$ cat src/rtl/core/ilu5p_ram.sv
// Generic single-write, single-read RAM with registered read data.
// No dependencies.
`timescale 1ns / 1ps
`default_nettype none

module ilu5p_ram #(
  parameter int WIDTH = 32,
  parameter int DEPTH = 128
) (
  input  wire logic                     clk,
  input  wire logic                     we,
  input  wire logic [$clog2(DEPTH)-1:0] waddr,
  input  wire logic [WIDTH-1:0]         wdata,
  input  wire logic [$clog2(DEPTH)-1:0] raddr,
  output logic      [WIDTH-1:0]         rdata
);

  logic [WIDTH-1:0] mem [DEPTH];

  always_ff @(posedge clk) begin
    if (we) begin
      mem[waddr] <= wdata;
    end
    rdata <= mem[raddr];
  end

endmodule

`default_nettype wire

$ cat config.mk
export PLATFORM = sky130hd
export DESIGN_NAME = ilu5p_ram
export DESIGN_NICKNAME = d
export VERILOG_FILES = /design/src/rtl/core/ilu5p_ram.sv
export SDC_FILE = /design/constraint.sdc
export NUM_CORES = 2
export LEC_CHECK = 0
export ABC_CLOCK_PERIOD_IN_PS = 3700
export CAP_MARGIN = 10
export CORE_UTILIZATION = 25
export CTS_CLUSTER_SIZE = 16
export DETAILED_ROUTE_END_ITERATION = 8
export DONT_BUFFER_PORTS = 1
export PLACE_DENSITY = 0.52
export SYNTH_ARGS = -nofsm -noshare
export SYNTH_HDL_FRONTEND = slang
export SYNTH_SLANG_ARGS = --single-unit
export TNS_END_PERCENT = 1
$ cat constraint.sdc
create_clock -name clk -period 3.7 [get_ports clk]
set_input_delay 0.74 -clock clk [delete_from_list [all_inputs] [get_ports clk]]
set_output_delay 0.74 -clock clk [all_outputs]
set_load 0.01 [all_outputs]
==> summary.txt <==
Place
  – Placed Instances: between 10,000 and 15,000
  – Port bufs: 0
  – DP Wirelength: between 200,000 and 250,000 microns
  – Final Wtd Congestion: between 0.7 and 0.8

Timing
  – RSZ-0062 raised after global routing: no
  – Final hold violation count: 0
  – Final min period: roughly 3.7 ns
  – Maximum clock frequency: about 270 MHz
  – Worst Skew: 0.0883 ns
  – Final Cycle Share: 1.01
  – Worst-Margin Slew: about 1.1 ns
  – Worst setup margin: -0.0204 ns
  – Slew Viols, Final: 0
  – Rel. slew slack: 0.243
  – Final setup fails: 1
  – Aggregate negative setup slack: -0.0204 ns

Global route
  – Pin count of the biggest net entering global routing: approximately 260
  – Global-route wire length before repair: 642,000 microns
  – Gr usage total: 0.148
  – Gr ovfl total: 0
  – Initial antenna violation count: between 40 and 50
  – Vias in the first global route: around 74,000

Job
  – Maxcap violations: 0

Finish
  – # nets final: roughly 6,600
  – Multi-input logic area: between 0.03 and 0.04 sq mm
  – Layout area overhead: 19.7%
  – Final Util: 0.300
  – FILL cells: 59,205
  – Fraction of layout cells with a size suffix above 1: 0.367
  – Post-Layout Cell Count: around 15,000
  – Register Area: 0.124 sq mm

Clocking
  – Clk buf depth: 4
  – Post-CTS setup buffer count: 0
  – Root Driver: clkbuf_16
  – Worst-Skew Late Latency: between 1 and 1.5 ns
  – CTS tree: yes
  – TritonCTS Buffers: 427
  – # H-tree levels: 5
  – Clock transition at the registers of the reported paths: 0.06 ns
  – Clock Sink Count: approximately 4,100

Synthesis
  – Mapped Avg Cell Area: roughly 26 sq um
  – Mapped cell area: approximately 0.16 sq mm
  – YS warnings: 0
  – Cells after synthesis: approximately 6,000
  – #FFs+latches synth: about 4,100
  – Cell with the most instances after synthesis: edfxtp_1
  – Top post-synthesis cells by area: edfxtp_1 (79%), mux4_2 (19%), clkbuf_1 (0.44%), dfxtp_1 (0.41%), nor2_1 (0.29%)
  – Ys async rst share: 0
  – Top-area cell type share of the netlist area: 0.787
  – Syn nets: 6,038
  – Predominant post-synthesis flop cell: edfxtp_1
  – EDFF count, synth: 4,096
  – Most instantiated cells after synthesis: edfxtp_1 (4,096), mux4_2 (1,344), clkbuf_1 (182), nor2_1 (122), buf_2 (79)
  – Leading area contributor after synthesis: edfxtp_1
  – Post-synth cell types: 17
  – Seq/Total Area, Yosys: 0.791

Setup path
  – CP endpoint kind: flop
  – Arr. time, crit path: 4.58 ns
  – Worst setup SP type: input port
  – Reg-to-reg slack, setup: 1.09 ns
  – Max FO, Critical Path: about 110
  – CP required: 4.56 ns
  – CP Class: input port to flop

Floorplanning
  – Die Height: 793 microns
  – Initial Utilization: 0.251
  – Top Ports: 80
  – Die ar.: approximately 0.63 sq mm
  – Core footprint: between 0.6 and 0.7 sq mm
  – Die width: between 700 and 800 microns
  – Placement Rows: a little under 300

Run status
  – Status: finished with violations
  – Failing checks: negative setup slack

Routing
  – Post-DRT Antenna Nets: 0
  – Mean number of vias per cell: approximately 4.7
  – DR WL/cell: between 30 and 40 microns
  – Final wirelength: 478,000 microns
  – Post-route DRC: 0
  – Routed vias: a little over 70,000
  – 1st-iter DRT viols: around 9,500
  – Drt first pass iters: 5

Power and ir drop
  – Switching share of power: 0.215
  – Sequential power share: 0.520
  – Maximum vdd drop: just under 0.5 mV
  – Clock share of power: 0.429
  – Power Density: approximately 530 mW/mm^2
  – Comb power frac: 0.051
  – Cell internal pwr: about 0.079 W
  – Leak Pwr: about 56 nW
  – P_sw: around 0.022 W

Hold path
  – Worst min path class: input port to flop
[placed cells by master, fill, tap and decap left out, drive strengths merged, types with 3 or more instances in the layout]
master | Yosys | layout
dfxtp | 32 | 32
clkinvlp | 0 | 16
bufbuf | 0 | 4
buf | 134 | 396
clkbuf | 182 | 541
mux2 | 32 | 32
clkinv | 0 | 179
nand4 | 3 | 3
nor2b | 7 | 7
nand2 | 14 | 14
mux4 | 1344 | 1344
inv | 0 | 13
bufinv | 0 | 43
nand3 | 12 | 12
diode | 0 | 52
dlygate4sd3 | 0 | 8
edfxtp | 4096 | 4096
nor3 | 9 | 9
nor2 | 122 | 122
[path summary, 6_finish.rpt]
path | from | end | cells past startpoint
hold / removal | wdata[17] | mem[24][17]$_DFFE_PP_ | 1
setup / recovery | raddr[2] | rdata[16]$_DFF_P_ | 8
setup reg to reg | mem[69][16]$_DFFE_PP_ | rdata[16]$_DFF_P_ | 4
hold reg to reg | mem[31][12]$_DFFE_PP_ | rdata[12]$_DFF_P_ | 4
[routing by layer]
layer	up-vias	wire length (microns)	track usage
li1	27579	-	-
met1	40629	196000	0.199
met2	2862	235000	0.249
met3	541	36000	0.0283
met4	12	12300	0.0364
met5	-	84	0
[critical path, stage by stage]
cell	delay [ns]
buf_16	0.22
buf_16	0.34
buf_16	0.37
buf_16	0.32
mux4_2	0.43
mux4_2	0.46
mux4_2	0.61
mux2_2	0.33
[timing repair]
item	4_1_cts	5_1_grt
gates cloned	5	2
hold endpoints to repair	2981	24
pin swaps	0	0
setup endpoints to repair	32	24
gates resized for setup	2	0
hold buffers	69	2
[kinds of logic after synthesis]
group,synth area share
buffers and inverters,0.00839
multiplexers,0.196
AND/OR/NAND/NOR,0.00446
flip-flops,0.791
[stage by stage]
step	area (sq um)	hold slack, ns	worst slack [ns]	total power, W
final	187000	0.0748	-0.0204	0.100
after global routing	187000	0.0291	0.0529	0.103
after CTS	187000	-0.0812	-0.121	0.101
after detailed placement	171000	0.857	-1.98	0.0570
after global placement	171000	0.859	-1.81	0.0570
after floorplan	156000	0.839	-0.279	0.0552
[sequential cells by signal (all words and copies together), names as in the netlist]
| signal | flops |
|---|---|
| rdata | 32 |
| mem | 4096 |
[power groups by stage]
stage | combinational, W | sequential, W | clock (W)
2_1_floorplan | 0.00249 | 0.0527 | 0
3_3_place_gp | 0.00400 | 0.0530 | 0
3_5_place_dp | 0.00400 | 0.0530 | 0
4_1_cts | 0.00515 | 0.0520 | 0.0436
5_1_grt | 0.00528 | 0.0520 | 0.0453
6_report | 0.00509 | 0.0520 | 0.0429
[layout make-up]
class                      count  area share
timing repair buffer         410      0.0356
clock buffer                 539      0.0606
sequential                  4128       0.661
multi-input combinational   1546       0.173
clock inverter               251      0.0138
antenna                       52    0.000696
tap                         8322      0.0557
No activity file was read; power rests on OpenSTA's default activity.
