## src/rtl/core/ilu5p_pkg.sv

```systemverilog
// Shared constants and interface types for the five-point ILU(0) factor block.
// Used by the divider, the top level, the checker and the testbench.
`timescale 1ns / 1ps
`default_nettype none

package ilu5p_pkg;

  localparam int GRID_WIDTH  = 128;
  localparam int COL_BITS    = $clog2(GRID_WIDTH);
  localparam int ROW_BITS    = 10;
  localparam int ROWCNT_BITS = 11;
  localparam int VALUE_BITS  = 32;
  localparam int FRAC_BITS   = 24;
  localparam int PROD_BITS   = 2 * VALUE_BITS;
  localparam int TERM_BITS   = PROD_BITS - FRAC_BITS + 1;
  localparam int ACC_BITS    = TERM_BITS + 1;

  // divider: quotient bits produced before the overflow test takes over
  localparam int Q_BITS      = 34;
  localparam int Q_STEPS     = Q_BITS / 2;
  localparam int STEP_BITS   = $clog2(Q_STEPS + 1);

  localparam logic [ROWCNT_BITS-1:0] ROW_COUNT_RESET = ROWCNT_BITS'(128);
  localparam logic [ROWCNT_BITS-1:0] ROW_COUNT_MIN   = ROWCNT_BITS'(2);
  localparam logic [ROWCNT_BITS-1:0] ROW_COUNT_MAX   = ROWCNT_BITS'(1024);

  localparam logic signed [VALUE_BITS-1:0] VAL_MAX = {1'b0, {(VALUE_BITS-1){1'b1}}};
  localparam logic signed [VALUE_BITS-1:0] VAL_MIN = {1'b1, {(VALUE_BITS-1){1'b0}}};

  // APB register map (word index taken from paddr[2])
  localparam int  PADDR_BITS    = 3;
  localparam logic REG_ROW_COUNT = 1'b0;

  typedef struct packed {
    logic                         start;
    logic signed [VALUE_BITS-1:0] num;
    logic signed [VALUE_BITS-1:0] den;
  } div_req_t;

  typedef struct packed {
    logic                         done;
    logic                         fault;
    logic signed [VALUE_BITS-1:0] quot;
  } div_rsp_t;

endpackage

`default_nettype wire

```

## src/rtl/core/ilu5p_div.sv

```systemverilog
// Iterative Q8.24 divider, two quotient bits per cycle, saturating.
// Depends on ilu5p_pkg.
`timescale 1ns / 1ps
`default_nettype none

module ilu5p_div (
  input  wire logic              clk,
  input  wire logic              rst,
  input  wire ilu5p_pkg::div_req_t req,
  output ilu5p_pkg::div_rsp_t    rsp
);
  import ilu5p_pkg::*;

  typedef enum logic [1:0] {D_IDLE, D_RUN, D_FIN, D_DONE} dstate_t;

  dstate_t                       state;
  logic [VALUE_BITS-1:0]         rem;
  logic [VALUE_BITS-1:0]         dm;
  logic [Q_BITS-1:0]             dvd;
  logic [Q_BITS-1:0]             quo;
  logic [STEP_BITS-1:0]          steps;
  logic                          neg;
  logic                          fault;
  logic signed [VALUE_BITS-1:0]  quot;

  logic [VALUE_BITS-1:0]         nm_in;
  logic [VALUE_BITS-1:0]         dm_in;
  logic                          ovf_in;
  logic [VALUE_BITS:0]           r1;
  logic [VALUE_BITS:0]           r2;
  logic                          ge1;
  logic                          ge2;
  logic [VALUE_BITS-1:0]         r1s;
  logic [VALUE_BITS-1:0]         r2s;

  always_comb begin
    nm_in  = req.num[VALUE_BITS-1] ? VALUE_BITS'(-req.num) : VALUE_BITS'(req.num);
    dm_in  = req.den[VALUE_BITS-1] ? VALUE_BITS'(-req.den) : VALUE_BITS'(req.den);
    // quotient would need more than Q_BITS bits
    ovf_in = {{(Q_BITS-FRAC_BITS){1'b0}}, nm_in} >= {dm_in, {(Q_BITS-FRAC_BITS){1'b0}}};
    r1  = {rem, dvd[Q_BITS-1]};
    ge1 = r1 >= {1'b0, dm};
    r1s = ge1 ? VALUE_BITS'(r1 - {1'b0, dm}) : VALUE_BITS'(r1);
    r2  = {r1s, dvd[Q_BITS-2]};
    ge2 = r2 >= {1'b0, dm};
    r2s = ge2 ? VALUE_BITS'(r2 - {1'b0, dm}) : VALUE_BITS'(r2);
  end

  always_ff @(posedge clk) begin
    if (rst) begin
      state <= D_IDLE;
    end else begin
      case (state)
        D_IDLE: begin
          if (req.start) begin
            neg <= req.num[VALUE_BITS-1] ^ req.den[VALUE_BITS-1];
            if (req.den == '0) begin
              fault <= 1'b1;
              quot  <= req.num[VALUE_BITS-1] ? VAL_MIN :
                       ((req.num == '0) ? '0 : VAL_MAX);
              state <= D_DONE;
            end else if (ovf_in) begin
              fault <= 1'b1;
              quot  <= (req.num[VALUE_BITS-1] ^ req.den[VALUE_BITS-1]) ? VAL_MIN : VAL_MAX;
              state <= D_DONE;
            end else begin
              fault <= 1'b0;
              dm    <= dm_in;
              rem   <= VALUE_BITS'(nm_in >> (Q_BITS - FRAC_BITS));
              dvd   <= {nm_in[Q_BITS-FRAC_BITS-1:0], {FRAC_BITS{1'b0}}};
              quo   <= '0;
              steps <= STEP_BITS'(Q_STEPS - 1);
              state <= D_RUN;
            end
          end
        end
        D_RUN: begin
          rem <= r2s;
          dvd <= {dvd[Q_BITS-3:0], 2'b00};
          quo <= {quo[Q_BITS-3:0], ge1, ge2};
          if (steps == '0) begin
            state <= D_FIN;
          end else begin
            steps <= steps - 1'b1;
          end
        end
        D_FIN: begin
          // saturate the magnitude to the signed range
          if (neg) begin
            if (quo > {{(Q_BITS-VALUE_BITS){1'b0}}, VAL_MIN}) begin
              fault <= 1'b1;
              quot  <= VAL_MIN;
            end else begin
              quot  <= VALUE_BITS'(-quo);
            end
          end else begin
            if (quo > {{(Q_BITS-VALUE_BITS){1'b0}}, VAL_MAX}) begin
              fault <= 1'b1;
              quot  <= VAL_MAX;
            end else begin
              quot  <= VALUE_BITS'(quo);
            end
          end
          state <= D_DONE;
        end
        D_DONE: begin
          state <= D_IDLE;
        end
        default: begin
          state <= D_IDLE;
        end
      endcase
    end
  end

  assign rsp.done  = (state == D_DONE);
  assign rsp.fault = fault;
  assign rsp.quot  = quot;

endmodule

`default_nettype wire

```

## config.mk

```make
export PLATFORM = sky130hd
export DESIGN_NAME = ilu5p_div
export DESIGN_NICKNAME = d
export VERILOG_FILES = /design/src/rtl/core/ilu5p_pkg.sv /design/src/rtl/core/ilu5p_div.sv
export SDC_FILE = /design/constraint.sdc
export NUM_CORES = 1
export LEC_CHECK = 0
export BUFFER_PORTS_ARGS = -buffer_cell sky130_fd_sc_hd__buf_4
export CORE_ASPECT_RATIO = 1.5
export CORE_MARGIN = 1
export CORE_UTILIZATION = 30
export DETAILED_ROUTE_END_ITERATION = 8
export PLACE_DENSITY_LB_ADDON = 0.1
export SLEW_MARGIN = 10
export SYNTH_ARGS = -nofsm -noshare
export SYNTH_HDL_FRONTEND = slang
export SYNTH_SLANG_ARGS = --single-unit
```

## constraint.sdc

```tcl
create_clock -name clk -period 39.6 [get_ports clk]
set_input_delay 11.88 -clock clk [delete_from_list [all_inputs] [get_ports clk]]
set_output_delay 11.88 -clock clk [all_outputs]
set_load 0.03 [all_outputs]
```

==> flow_metrics.tcl <==
set metrics [dict create \
    syn-cell-area_um2 12600 \
    drc 0 \
    n_antenna_cell 0 \
    ir_drop_mv 0.0372 \
    grt_overflow 0 \
    synth_edf_count 147 \
    syn_inst 1405 \
    fmax_mhz 55.7 \
    grt_pass1_vias 10700 \
    path_class "input port to flop" \
    clkSlewWorstSetupHoldPaths_ns 0.06 \
    drtPass1Iterations 5 \
    routedWlPerCell_um 19.4 \
    mostFrequentLayoutCells "edfxtp_1 (147), nand2_1 (127), o21ai_0 (116)" \
    tightest_slew_ns 1.18 \
    port_buffers 100 \
    dieArea_um2 42900 \
    hold_viol 0 \
    root_buffer "clkbuf_16" \
    ys_ff_latch 149 \
    synth_nets 1568 \
    cts_num_sinks 149 \
    grt_pass1_wl_mm 61.6 \
    fin_area_um2 14500 \
    fp.dieH_um 253 \
    cts_tree "built" \
    fillCellCount 4391 \
    dr.first_iter.drc_count 687 \
    clk_latency_ns 0.44 \
    ys_seq_area_share_pct 35.3 \
    grt.total_usage_pct 19.0 \
    final_common_cell "edfxtp_1" \
    drive_above_1_share_pct 12.4 \
    die_x_um 169 \
    rsz0062_at_grt "no" \
    timing.slew.headroom_pct 20.8 \
    power.leakage_nw 5.70 \
    ys_types 78 \
    fin_skew_ns 0.00929 \
    cts_buffers 17 \
    drv_slew 0 \
    synthFlopType "edfxtp_1" \
    cts_resized 0 \
    syn_to_final_growth_pct 15.1 \
    setup_viol 0 \
    synth.avg_cell_area_um2 8.97 \
    postCtsSetupBuffers 0 \
    grt_max_degree 68 \
    via_count 10700 \
    rows 91 \
    clockBufferDepth 2 \
    boundaryPins 101 \
    yosysWarnings 0 \
    antenna_found_initial 0 \
    htreeDepth 4 \
    timing.final.crit_share_pct 45.4 \
    finalNetCount 1639 \
    fin_tns_setup_ns 0 \
    outcome "complete, no violations" \
    synth-async-reset-ratio_pct 0 \
    ant_nets 0 \
    drv_cap 0 \
    dp_hpwl_mm 31.7 \
    fin_crit_ns 17.96 \
    hold_buffers 0 \
    crit_fanout 50 \
    start_util_pct 30.5 \
    arrival_ns 18.03 \
    vias_per_cell 5.24 \
    globalplace.congestion 0.856 \
    worstPathRequired_ns 39.67 \
    endpoint_kind "flop" \
    routed_wl_mm 39.8 \
    hold_class "flop to flop" \
    core_um2 41300 \
    hold_slack_ns 0.547 \
    worst_setup_path_start_kind "input port" \
    powerDensity_nw_per_um2 76.5 \
    dpl_cell_area_um2 13900 \
]
[power breakdown]
| part | switching (W) | internal, W |
|---|---|---|
| sequential | 0.0000262 | 0.000229 |
| clock | 0.0000677 | 0.0000976 |
| combinational | 0.000413 | 0.000277 |
| total | 0.000507 | 0.000603 |
[cell type report]
cell class | instances | area (um^2) | area share (%)
tap | 558 | 698 | 4.81
clock inverter | 11 | 136 | 0.940
inverter | 90 | 338 | 2.33
timing repair buffer | 109 | 818 | 5.64
sequential | 149 | 4450 | 30.7
multi-input combinational | 1109 | 7630 | 52.6
clock buffer | 19 | 433 | 2.98
[critical path: stages]
cell and delay (ns):
buf_4 0.11, or3_1 0.37, or3_1 0.39, nor3_1 0.48, nand3_1 0.36, or3_1 0.52, o31ai_1 0.26, xnor2_1 0.20
ha_1 0.30, a21o_1 0.17, a21o_1 0.16, a21oi_1 0.14, o211ai_1 0.11, a21oi_1 0.17, a21boi_0 0.13, o311ai_1 0.47
o21ai_1 0.26, o21ai_4 0.81, buf_4 0.69
[stage by stage]
step,utilization [%],instances,setup WS (ns),total power (W)
finish,35.1,2045,21.64,0.00111
global route,35.1,2045,21.12,0.00120
CTS,35.1,2045,21.62,0.00112
detailed placement,33.7,2015,21.17,0.000951
global placement,33.7,2015,21.27,0.000951
floorplan,-,1405,18.07,0.000766
[cell usage after synthesis (all sizes together) (12+ instances only)]
library cell,instances,area share [%]
a21o,38,2.3
nand2,127,3.8
mux2,28,2.5
nand4,13,0.65
clkbuf,49,1.5
edfxtp,147,35
or3,27,1.3
inv,89,2.7
a31oi,16,0.79
or4,13,0.83
nor2b,12,0.60
nor2,102,3.0
mux2i,36,2.9
a21oi,109,4.3
nor3,32,1.5
o21ai,119,4.7
o31ai,18,1.1
xnor2,85,5.9
and2,38,1.9
ha,94,9.3
xor2,29,2.0
nand2b,13,0.65
nand3,18,0.75
[cell families (layout without fill, tap and decap cells)]
group	after synthesis	after routing	share of synthesized area, %
buffers and inverters	147	229	4.45
muxes	64	64	5.36
AOI/OAI and AO/OA	402	402	20.1
adders and majority gates	96	96	9.65
and+or+nand+nor	433	433	17.2
DFF	149	149	35.3
xor gates and xnor gates	114	114	7.92
[path summary, 6_finish.rpt]
kind                          from               endpoint  slack (ns)  cells past startpoint
min reg2reg  dvd[25]$_SDFFCE_PP0P_      dvd[27]$_DFFE_PP_        0.55                      1
min          dvd[25]$_SDFFCE_PP0P_      dvd[27]$_DFFE_PP_        0.55                      1
max reg2reg        dm[1]$_DFFE_PP_      rem[17]$_DFFE_PP_       31.63                     23
max                        req[32]  quo[13]$_SDFFCE_PN0P_       21.64                     19
[sequential cells by signal, summed over array words and instances (netlist names)]
name and cells:
rem 32, dm 32, steps 5, quot 32
dvd 10, quo 34, fault 1, state 2
neg 1
[metal layers]
layer | global-route usage, % | up-vias | wire (um)
met2 | 37.0 | 222 | 21800
met1 | 19.6 | 5106 | 15200
met5 | 0 | - | 0
met4 | 9.73 | 0 | 1850
li1 | - | 5311 | -
met3 | 2.34 | 67 | 910
(Power assumes the default switching activity.)
